[src/scbp_pkg.sv]
// Shared types, constants and class table for the size class buffer pool.
package scbp_pkg;

	localparam int NUM_CLASSES   = 7;
	localparam int TOTAL_BUFFERS = 82;
	localparam int MAX_COUNT     = 20;

	localparam int SIZE_W   = 12;
	localparam int HANDLE_W = 7;
	localparam int CLASS_W  = $clog2(NUM_CLASSES);
	localparam int POS_W    = $clog2(MAX_COUNT);

	localparam int IN_DATA_W  = 24;
	localparam int OUT_DATA_W = 16;

	localparam int unsigned CLASS_BYTES [NUM_CLASSES] = '{16, 32, 64, 128, 256, 512, 1024};
	localparam int unsigned CLASS_COUNT [NUM_CLASSES] = '{20, 20, 10, 10, 10, 10, 2};

	// first global handle of a class: running sum of the counts below it
	function automatic int unsigned class_base(input int c);
		int unsigned acc;
		acc = 0;
		for (int i = 0; i < c; i++) begin
			acc = acc + CLASS_COUNT[i];
		end
		return acc;
	endfunction

	typedef enum logic {
		KIND_ALLOC = 1'b0,
		KIND_FREE  = 1'b1
	} kind_t;

	typedef enum logic [1:0] {
		ST_OK      = 2'd0,
		ST_NOBUF   = 2'd1,
		ST_ALREADY = 2'd2,
		ST_INVALID = 2'd3
	} status_t;

	typedef struct packed {
		logic               hit;
		logic [CLASS_W-1:0] cls;
	} class_sel_t;

	typedef struct packed {
		kind_t               kind;
		class_sel_t          sel;
		logic [HANDLE_W-1:0] handle;
	} pool_req_t;

	typedef struct packed {
		status_t             status;
		logic [HANDLE_W-1:0] handle;
	} pool_res_t;

endpackage

[src/scbp_class_sel.sv]
// Maps a requested size to the smallest size class that holds it.
module scbp_class_sel
	import scbp_pkg::*;
(
	input  logic [SIZE_W-1:0] request_size,
	output class_sel_t        sel
);

	always_comb begin
		sel.hit = 1'b0;
		sel.cls = '0;
		// walk down so the smallest fitting class wins
		for (int c = NUM_CLASSES - 1; c >= 0; c--) begin
			if ({20'd0, request_size} <= CLASS_BYTES[c]) begin
				sel.hit = 1'b1;
				sel.cls = CLASS_W'(c);
			end
		end
	end

endmodule

[src/scbp_free_map.sv]
// Free bitmap with per-class highest-free search, grant and release.
module scbp_free_map
	import scbp_pkg::*;
(
	input  logic      clk,
	input  logic      arst_n,
	input  pool_req_t req,
	input  logic      commit,
	output pool_res_t res
);

	logic [TOTAL_BUFFERS-1:0] free_map_q;
	logic [TOTAL_BUFFERS-1:0] free_map_d;
	logic [MAX_COUNT-1:0]     win;
	logic [POS_W-1:0]         pos;
	logic                     found;
	logic                     handle_ok;
	logic                     handle_free;

	// free bits of the selected class, lowest handle at bit 0
	always_comb begin
		int idx;
		win = '0;
		for (int j = 0; j < MAX_COUNT; j++) begin
			for (int c = 0; c < NUM_CLASSES; c++) begin
				idx = int'(class_base(c)) + j;
				if (req.sel.cls == CLASS_W'(c) && j < int'(CLASS_COUNT[c])
						&& idx < TOTAL_BUFFERS) begin
					win[j] = free_map_q[idx[HANDLE_W-1:0]];
				end
			end
		end
	end

	// highest free slot wins
	always_comb begin
		pos   = '0;
		found = 1'b0;
		for (int j = 0; j < MAX_COUNT; j++) begin
			if (win[j]) begin
				pos   = POS_W'(j);
				found = 1'b1;
			end
		end
	end

	assign handle_ok   = ({25'd0, req.handle} < TOTAL_BUFFERS);
	assign handle_free = handle_ok && free_map_q[req.handle];

	always_comb begin
		logic [HANDLE_W-1:0] base;
		logic [HANDLE_W-1:0] grant;
		base = '0;
		for (int c = 0; c < NUM_CLASSES; c++) begin
			if (req.sel.cls == CLASS_W'(c)) begin
				base = HANDLE_W'(class_base(c));
			end
		end
		grant      = base + HANDLE_W'(pos);
		free_map_d = free_map_q;
		res.status = ST_NOBUF;
		res.handle = '0;
		unique case (req.kind)
			KIND_ALLOC: begin
				if (req.sel.hit && found) begin
					res.status        = ST_OK;
					res.handle        = grant;
					free_map_d[grant] = 1'b0;
				end
			end
			KIND_FREE: begin
				if (!handle_ok) begin
					res.status = ST_INVALID;
				end else if (handle_free) begin
					res.status = ST_ALREADY;
				end else begin
					res.status             = ST_OK;
					res.handle             = req.handle;
					free_map_d[req.handle] = 1'b1;
				end
			end
			default: begin
				res.status = ST_NOBUF;
			end
		endcase
	end

	always_ff @(posedge clk or negedge arst_n) begin
		if (!arst_n) begin
			free_map_q <= '1;
		end else if (commit) begin
			free_map_q <= free_map_d;
		end
	end

endmodule

[src/size_class_buffer_pool_unit.sv]
// Top level of the size class buffer pool: input register, pool logic, result register.
// Fixed pool of 82 buffers in seven size classes (16 to 1024 bytes; 20,20,10,10,10,10,2
// buffers, handles numbered in class order). An allocate item gets the highest free handle
// of the smallest class that fits, or status 1; a free item returns a handle, or reports
// an already free (2) or invalid (3) handle. Every item gives exactly one result item.
// Items pass the input register, then the result register; one item is taken each cycle
// unless m_tready stalls the output, as class search and bitmap update sit between those registers.
// The pool comes out of reset with every buffer free, no initialisation sweep.
module size_class_buffer_pool_unit
	import scbp_pkg::*;
(
	input  logic                  clk,
	input  logic                  arst_n,
	input  logic                  s_tvalid,
	output logic                  s_tready,
	input  logic [IN_DATA_W-1:0]  s_tdata,  // request_size[11:0], buffer_handle[18:12]
	input  logic                  s_tuser,  // kind[0]
	output logic                  m_tvalid,
	input  logic                  m_tready,
	output logic [OUT_DATA_W-1:0] m_tdata   // status[1:0], granted_handle[8:2]
);

	logic                  valid_s1;
	kind_t                 kind_s1;
	logic [SIZE_W-1:0]     size_s1;
	logic [HANDLE_W-1:0]   handle_s1;
	logic                  m_tvalid_q;
	pool_res_t             res_q;
	logic                  advance;
	logic                  commit;
	class_sel_t            sel;
	pool_req_t             req;
	pool_res_t             res;

	assign advance  = !m_tvalid_q || m_tready;
	assign commit   = valid_s1 && advance;
	assign s_tready = !valid_s1 || advance;

	always_ff @(posedge clk or negedge arst_n) begin
		if (!arst_n) begin
			valid_s1 <= 1'b0;
		end else if (s_tready) begin
			valid_s1 <= s_tvalid;
		end
	end

	always_ff @(posedge clk) begin
		if (s_tready && s_tvalid) begin
			kind_s1   <= kind_t'(s_tuser);
			size_s1   <= s_tdata[SIZE_W-1:0];
			handle_s1 <= s_tdata[SIZE_W +: HANDLE_W];
		end
	end

	scbp_class_sel u_class_sel (
		.request_size (size_s1),
		.sel          (sel)
	);

	assign req.kind   = kind_s1;
	assign req.sel    = sel;
	assign req.handle = handle_s1;

	scbp_free_map u_free_map (
		.clk    (clk),
		.arst_n (arst_n),
		.req    (req),
		.commit (commit),
		.res    (res)
	);

	always_ff @(posedge clk or negedge arst_n) begin
		if (!arst_n) begin
			m_tvalid_q <= 1'b0;
		end else if (advance) begin
			m_tvalid_q <= valid_s1;
		end
	end

	always_ff @(posedge clk) begin
		if (commit) begin
			res_q <= res;
		end
	end

	assign m_tvalid = m_tvalid_q;
	assign m_tdata  = {{(OUT_DATA_W - 2 - HANDLE_W){1'b0}}, res_q.handle, res_q.status};

endmodule

[config.mk]
export PLATFORM = sky130hd
export DESIGN_NAME = size_class_buffer_pool_unit
export DESIGN_NICKNAME = d
export VERILOG_FILES = /design/src/scbp_pkg.sv /design/src/scbp_class_sel.sv /design/src/scbp_free_map.sv /design/src/size_class_buffer_pool_unit.sv
export SDC_FILE = /design/constraint.sdc
export NUM_CORES = 1
export LEC_CHECK = 0
export BUFFER_PORTS_ARGS = -buffer_cell sky130_fd_sc_hd__buf_2
export CAP_MARGIN = 30
export CORE_MARGIN = 2
export CORE_UTILIZATION = 60
export DETAILED_ROUTE_END_ITERATION = 7
export PLACE_DENSITY = 0.82
export SETUP_SLACK_MARGIN = 0.05
export SLEW_MARGIN = 20
export SYNTH_ARGS = -nofsm -noshare
export SYNTH_HDL_FRONTEND = slang
export SYNTH_HIERARCHICAL = 1
export SYNTH_SLANG_ARGS = --single-unit
[constraint.sdc]
create_clock -name clk -period 11.5 [get_ports clk]
set_clock_uncertainty 0.05 [all_clocks]
set_input_delay 0.575 -clock clk [delete_from_list [all_inputs] [get_ports clk]]
set_output_delay 0.575 -clock clk [all_outputs]
set_load 0.005 [all_outputs]
==> impl_metrics.toml, run 1 <==
[final_layout]
diodes = 0
drive_above_1_share_pct = 30.4
nFillCells = 828
syn2layout_area_growth_pct = 11.9
multi_input_area_mm2 = 0.00357
fin_area_mm2 = 0.00787
final_common_cell = "a21oi_1"
final_cell_mix = "105 x a21oi_1, 86 x a31oi_1, 82 x dfstp_2"
seqCellArea_mm2 = 0.00308
nets = 757

[logic_synthesis]
synth_top_area_share_pct = 30.6
yosysTopAreaCell = "dfstp_2"
avgSynthCellArea_um2 = 10.1
async_flop_share_pct = 74.3
netlist_area_mm2 = 0.00703
ys_seq_area_share_pct = 43.7
synth_edf_count = 29
ys.flop_type = "dfstp_2"
synth_area_leaders = "dfstp_2 31%, edfxtp_1 12%, a31oi_1 7.6%, a21oi_1 7.5%, mux2i_1 4.3%"
netlist-cell-type-count = 80
ys_warn_count = 6
ys_ff_latch = 113
synthCells = 698

[worst_hold_path]
min_path_type = "in2async"

[timing]
rsz0062_at_grt = "false"
setup_violations = 0
finalHoldViolations = 0
period_share_pct = 60.8
slew_viol_final = 0
worst_pin_slew_ns = 1.02
max_freq_mhz = 143
fin_setup_tns_ns = 0
min_period_ns = 6.99
maxSlewHeadroom_pct = 31.6

[die]
die_x_um = 112
num_rows = 39
initial_utilization_pct = 61.6
io_pins = 47
die_y_um = 112
die-area_mm2 = 0.0126
core_mm2 = 0.0114

[pwr]
p_clk_share_pct = 42.5
power_density_mw_per_mm2 = 163
swShare_pct = 31.9
total_power_mw = 1.28
p_int_mw = 0.872
ir_drop_v = 0.000174
power_switching_mw = 0.409
power.sequential.fraction_pct = 37.5
p_leak_nw = 2.95
combPwrFrac_pct = 20.1

[setup_path]
arrival_ns = 7.26
worst_setup_path_end_kind = "flop"
reg2reg_to = "u_free_map/free_map_q[2]"
path_class = "reg2reg"
reg2regPathDepth = 23
crit_required_ns = 11.77
rrSetupSlack_ns = 4.51
crit_fanout = 57
start_kind = "flop"
reg2reg_from = "size_s1[3]"

[grt]
grt_usage_pct = 38.5
grt_pass1_vias = 6231
gr-total-overflow = 0
grt_start_max_net_pins = 85
antenna_found_initial = 0
grt_pass1_wl_um = 36500

[clock_tree]
clock_tree.htree_level_count = 4
worstSkewPairLatency_ns = 0.44
post_cts_resize_count = 0
clockBufferDepth = 2
post_cts_buffers = 0
ctsHoldBuffers = 0
cts.sinks = 113
clockRootBuffer = "clkbuf_16"
cts_buffers = 17
cts_tree = "built"
clk_pin_slew_ns = 0.06

[routing]
dr.first_iter.drc_count = 1120
drc = 0
via_per_inst = 7.48
routedWlPerCell_um = 27.3
drt_wl_total_um = 24000
dr.pass1.iters = 8
postRouteAntennaNets = 0
via_count = 6578

[placed_design]
place_area_mm2 = 0.00720
portBuffers = 34
gp_congestion = 1.01
place_hpwl_um = 16000

[job]
cap_violations = 0

[status]
status = "completed"
logic make-up (layout without fill, tap and decap cells):
logic type | after synthesis | count (layout) | share of synthesized area [%]
adder cells (fa/ha/maj) | 5 | 5 | 0.996
flip-flops | 113 | 113 | 43.7
multiplexers | 51 | 51 | 8.64
other | 1 | 7 | 0.0533
XOR/XNOR | 6 | 6 | 0.747
AO/OA/AOI/OAI | 285 | 285 | 25.3
AND/OR/NAND/NOR | 165 | 165 | 14.1
buffers and inverters | 72 | 104 | 6.39
Yosys cell counts, types with 6 or more instances:
master    count
mux2i_1      30
buf_4        14
nand2_1      26
nor2_1       37
buf_2        11
mux2_2       13
dfstp_2      82
buf_6        15
o21ai_0      22
a21o_1        7
nor2b_1       9
mux4_2        6
nor3_2        9
and3_1        7
nand2b_1     13
nand3_1      10
inv_1        18
edfxtp_1     29
nor3_1       18
clkbuf_1     10
a31oi_1      86
a21oi_1     105
routing by layer:
layer	share of wire [%]	vias to the layer above	routed length (um)	GRT usage (%)
met5	0	-	0	0
met4	5.4	0	1300	19.3
met3	12	118	2830	9.77
met2	46	484	11000	58.9
met1	37	3225	8870	51.2
li1	-	2751	-	-
final cells by class:
class	instances	share of cell area, %
multi-input cells	519	45.4
flip-flops and latches	113	39.1
clock buffers	20	6.36
repair buffers	53	4.54
well taps	143	2.27
clock inverters	12	1.46
inverters	19	0.906
power by group through the flow:
| stage | Sequential [mW] | Clock, mW | Combinational [mW] |
|---|---|---|---|
| floorplan | 0.472 | 0 | 0.167 |
| global placement | 0.481 | 0 | 0.226 |
| detailed placement | 0.483 | 0 | 0.240 |
| CTS | 0.478 | 0.545 | 0.242 |
| global route | 0.481 | 0.562 | 0.268 |
| finish | 0.480 | 0.544 | 0.257 |
worst max-delay path by stage:
stage               startpoint                       end  cells past startpoint
floorplan           size_s1[2]  u_free_map/free_map_q[5]                     24
global placement    size_s1[2]  u_free_map/free_map_q[4]                     23
detailed placement  size_s1[3]  u_free_map/free_map_q[6]                     23
CTS                 size_s1[3]  u_free_map/free_map_q[2]                     23
global route        size_s1[3]  u_free_map/free_map_q[3]                     23
finish              size_s1[3]  u_free_map/free_map_q[2]                     23
state kept, by name (all words and copies together) (netlist names):
register and count:
kind_s1 1, size_s1 12, m_tdata 9, handle_s1 7
u_free_map/free_map_q 82, m_tvalid 1, valid_s1 1
worst max-delay path, cell delays in order (launching register included):
cell,delay (ns)
edfxtp_1,0.40
or4_4,0.60
o41ai_2,0.39
o2111ai_1,0.27
nor2_4,0.14
buf_4,0.61
mux2_2,0.44
a32o_1,0.26
a211oi_1,0.29
nand2_1,0.19
a31oi_1,0.30
o21ai_0,0.13
nand2_1,0.12
ha_1,0.20
inv_1,0.07
fa_1,0.44
inv_1,0.08
a21o_1,0.12
a21oi_1,0.07
xor2_1,0.21
nor4b_1,0.46
nand2_1,0.21
nor3_2,0.60
a21oi_1,0.17
metrics by stage:
step / worst slack [ns] / std cells / hold slack [ns] / utilization [%]
after global placement: 5.08 / 835 / 0.472 / 62.3
after detailed placement: 4.90 / 842 / 0.495 / 63.1
after floorplan: 6.44 / 704 / 0.229 / -
after CTS: 4.83 / 874 / 0.255 / 68.5
after global routing: 4.18 / 879 / 0.0840 / 69.0
final: 4.51 / 879 / 0.0532 / 69.0
Note: power is estimated with default switching activity, not from simulation.
==> inputs of run 2 (changes only) <==
--- a/config.mk
+++ b/config.mk
@@ -8,9 +8,9 @@
 export BUFFER_PORTS_ARGS = -buffer_cell sky130_fd_sc_hd__buf_2
 export CAP_MARGIN = 30
 export CORE_MARGIN = 2
-export CORE_UTILIZATION = 60
+export CORE_UTILIZATION = 55
 export DETAILED_ROUTE_END_ITERATION = 7
-export PLACE_DENSITY = 0.82
+export PLACE_DENSITY = 0.79
 export SETUP_SLACK_MARGIN = 0.05
 export SLEW_MARGIN = 20
 export SYNTH_ARGS = -nofsm -noshare
==> constraint.sdc (replaced) <==
create_clock -name clk -period 6.4 [get_ports clk]
set_clock_uncertainty 0.05 [all_clocks]
set_input_delay 0.32 -clock clk [delete_from_list [all_inputs] [get_ports clk]]
set_output_delay 0.32 -clock clk [all_outputs]
set_load 0.005 [all_outputs]
==> run 2 against run 1 <==
  * The run now ends with design-rule violations left
  * Via count down 0.52%
  * Die area rose by 8.8%
  * Power increased by 74%
  * Sequential share of layout area is 0.94 points lower
  * Sequential power increased by 80%
  * Cell count up 6.0%
  * Design area up 2.5%
  * Core utilization is 4.8 points lower
  * Clock power increased by 67%
  * Critical path type unchanged
  * Register-to-register slack worse by 4.2 ns
  * Global-route usage down 3.3 points
==> impl_metrics.toml, run 2 (synthesis gave the netlist of run 1 again) <==
[die]
die-area_mm2 = 0.0137
die_y_um = 117
core_mm2 = 0.0126
num_rows = 41
die_x_um = 117
io_pins = 47
initial_utilization_pct = 56.0

[pwr]
combPwrFrac_pct = 20.8
ir_drop_v = 0.000292
swShare_pct = 30.8
p_clk_share_pct = 40.6
power_density_mw_per_mm2 = 277
power.sequential.fraction_pct = 38.7
power_switching_mw = 0.687
p_leak_nw = 3.05
p_int_mw = 1.54

[timing]
setup_violations = 0
rsz0062_at_grt = "false"
min_period_ns = 6.06
finalHoldViolations = 0
worst_pin_slew_ns = 0.911
slew_viol_final = 0
max_freq_mhz = 165
fin_setup_tns_ns = 0
maxSlewHeadroom_pct = 39.2
period_share_pct = 94.7

[grt]
grt_start_max_net_pins = 83
grt_pass1_vias = 6344
grt_usage_pct = 35.1
gr-total-overflow = 0
antenna_found_initial = 0
grt_pass1_wl_um = 35400

[placed_design]
place_hpwl_um = 15800
place_area_mm2 = 0.00741
portBuffers = 34
gp_congestion = 1.03

[clock_tree]
cts_buffers = 17
clockBufferDepth = 2
clk_pin_slew_ns = 0.05
clock_tree.htree_level_count = 4
worstSkewPairLatency_ns = 0.42
cts.sinks = 113
clockRootBuffer = "clkbuf_16"
cts_tree = "built"

[routing]
drc = 2
dr.pass1.iters = 8
drt_wl_total_um = 23200
via_count = 6544
via_per_inst = 7.02
dr.first_iter.drc_count = 874
postRouteAntennaNets = 0
routedWlPerCell_um = 24.8

[setup_path]
slowest_delay_ns = 0.64
path_cells = "or4_1 -> nor3_2 -> mux2i_1 -> a41o_1 -> nand2b_1 -> o22ai_1 -> a21oi_1 -> o21ai_0 -> a211o_1 -> a31oi_1 -> o21ai_0 -> nand2_1 -> ha_1 -> inv_1 -> fa_1 -> inv_1 -> a21o_1 -> a21oi_1 -> xor2_1 -> and3_1 -> nand2_1 -> nor4_4 -> buf_4 -> a21oi_1"
start_kind = "flop"
crit_required_ns = 6.69
path_common_cell = "a21oi_1"
worst_setup_path_end_kind = "flop"
crit_fanout = 10
cp_top_family = "compound AO/OA/AOI/OAI gates"
arrival_ns = 6.35
path_class = "reg2reg"
crit_path_top_delay_cell = "or4_1"
critPathBufInv = 3

[final_layout]
final_common_cell = "a21oi_1"
largest_register_ffs = 82
seqCellArea_mm2 = 0.00308
nFillCells = 973
nets = 781
final_cell_mix = "105 x a21oi_1, 86 x a31oi_1, 82 x dfstp_2"
multi_input_area_mm2 = 0.00358
regMostFlops = "u_free_map/free_map_q"
syn2layout_area_growth_pct = 14.7
diodes = 0
fin_area_mm2 = 0.00807
drive_above_1_share_pct = 31.8

[status]
violations = "design-rule violations"
status = "complete, but fails checks"

[worst_hold_path]
min_path_type = "in2reg"

[job]
cap_violations = 0
[run 2: worst paths after layout]
path | from | to | slack [ns] | depth (start not counted)
min in group asynchronous | arst_n | valid_s1 | 0.39 | 2
worst min-delay path | s_tdata[5] | size_s1[5] | 0.02 | 1
worst max-delay path | size_s1[4] | u_free_map/free_map_q[49] | 0.34 | 24
worst max register to register | size_s1[4] | u_free_map/free_map_q[49] | 0.34 | 24
max in group asynchronous | arst_n | u_free_map/free_map_q[18] | 5.25 | 3
worst min register to register | u_free_map/free_map_q[64] | u_free_map/free_map_q[64] | 0.51 | 2
[run 2: metrics by stage]
step           power [mW]  worst slack (ns)  hold slack, ns  util (%)  cells
6_report             2.23             0.339          0.0230      64.2    932
5_1_grt              2.30            0.0114          0.0163      64.2    932
4_1_cts              2.21             0.447          0.0194      63.6    926
3_5_place_dp         1.31             0.459           0.282      59.0    893
3_3_place_gp         1.29             0.617           0.447      58.4    888
2_1_floorplan        1.15              1.34         -0.0256         -    704
[run 2: layout make-up]
class | instances | share of cell area [%]
clock buffers | 21 | 5.58
clock inverters | 11 | 1.41
inverters | 19 | 0.884
multi-input cells | 519 | 44.4
flip-flops and latches | 113 | 38.1
well taps | 172 | 2.67
repair buffers | 77 | 6.98
[run 2: timing repair]
action	4_1_cts	5_1_grt
endpoints found under the hold margin	2	0
endpoints found under the setup margin	0	57
hold buffers	1	0
resized for setup	0	2
buffers inserted	0	2
[run 2: layer usage]
metal  wire [um]  track usage [%]  vias up
met5           0                0        -
met4        1390             17.8        0
met3        2600             8.39      127
met2       10600             56.6      478
met1        8550             44.4     3144
li1            -                -     2795
[run 2: power groups by stage]
| stage | Combinational, mW | Clock [mW] | Sequential (mW) |
|---|---|---|---|
| 2_1_floorplan | 0.299 | 0 | 0.848 |
| 3_3_place_gp | 0.418 | 0 | 0.870 |
| 3_5_place_dp | 0.435 | 0 | 0.873 |
| 4_1_cts | 0.440 | 0.910 | 0.862 |
| 5_1_grt | 0.490 | 0.945 | 0.867 |
| 6_report | 0.463 | 0.906 | 0.863 |
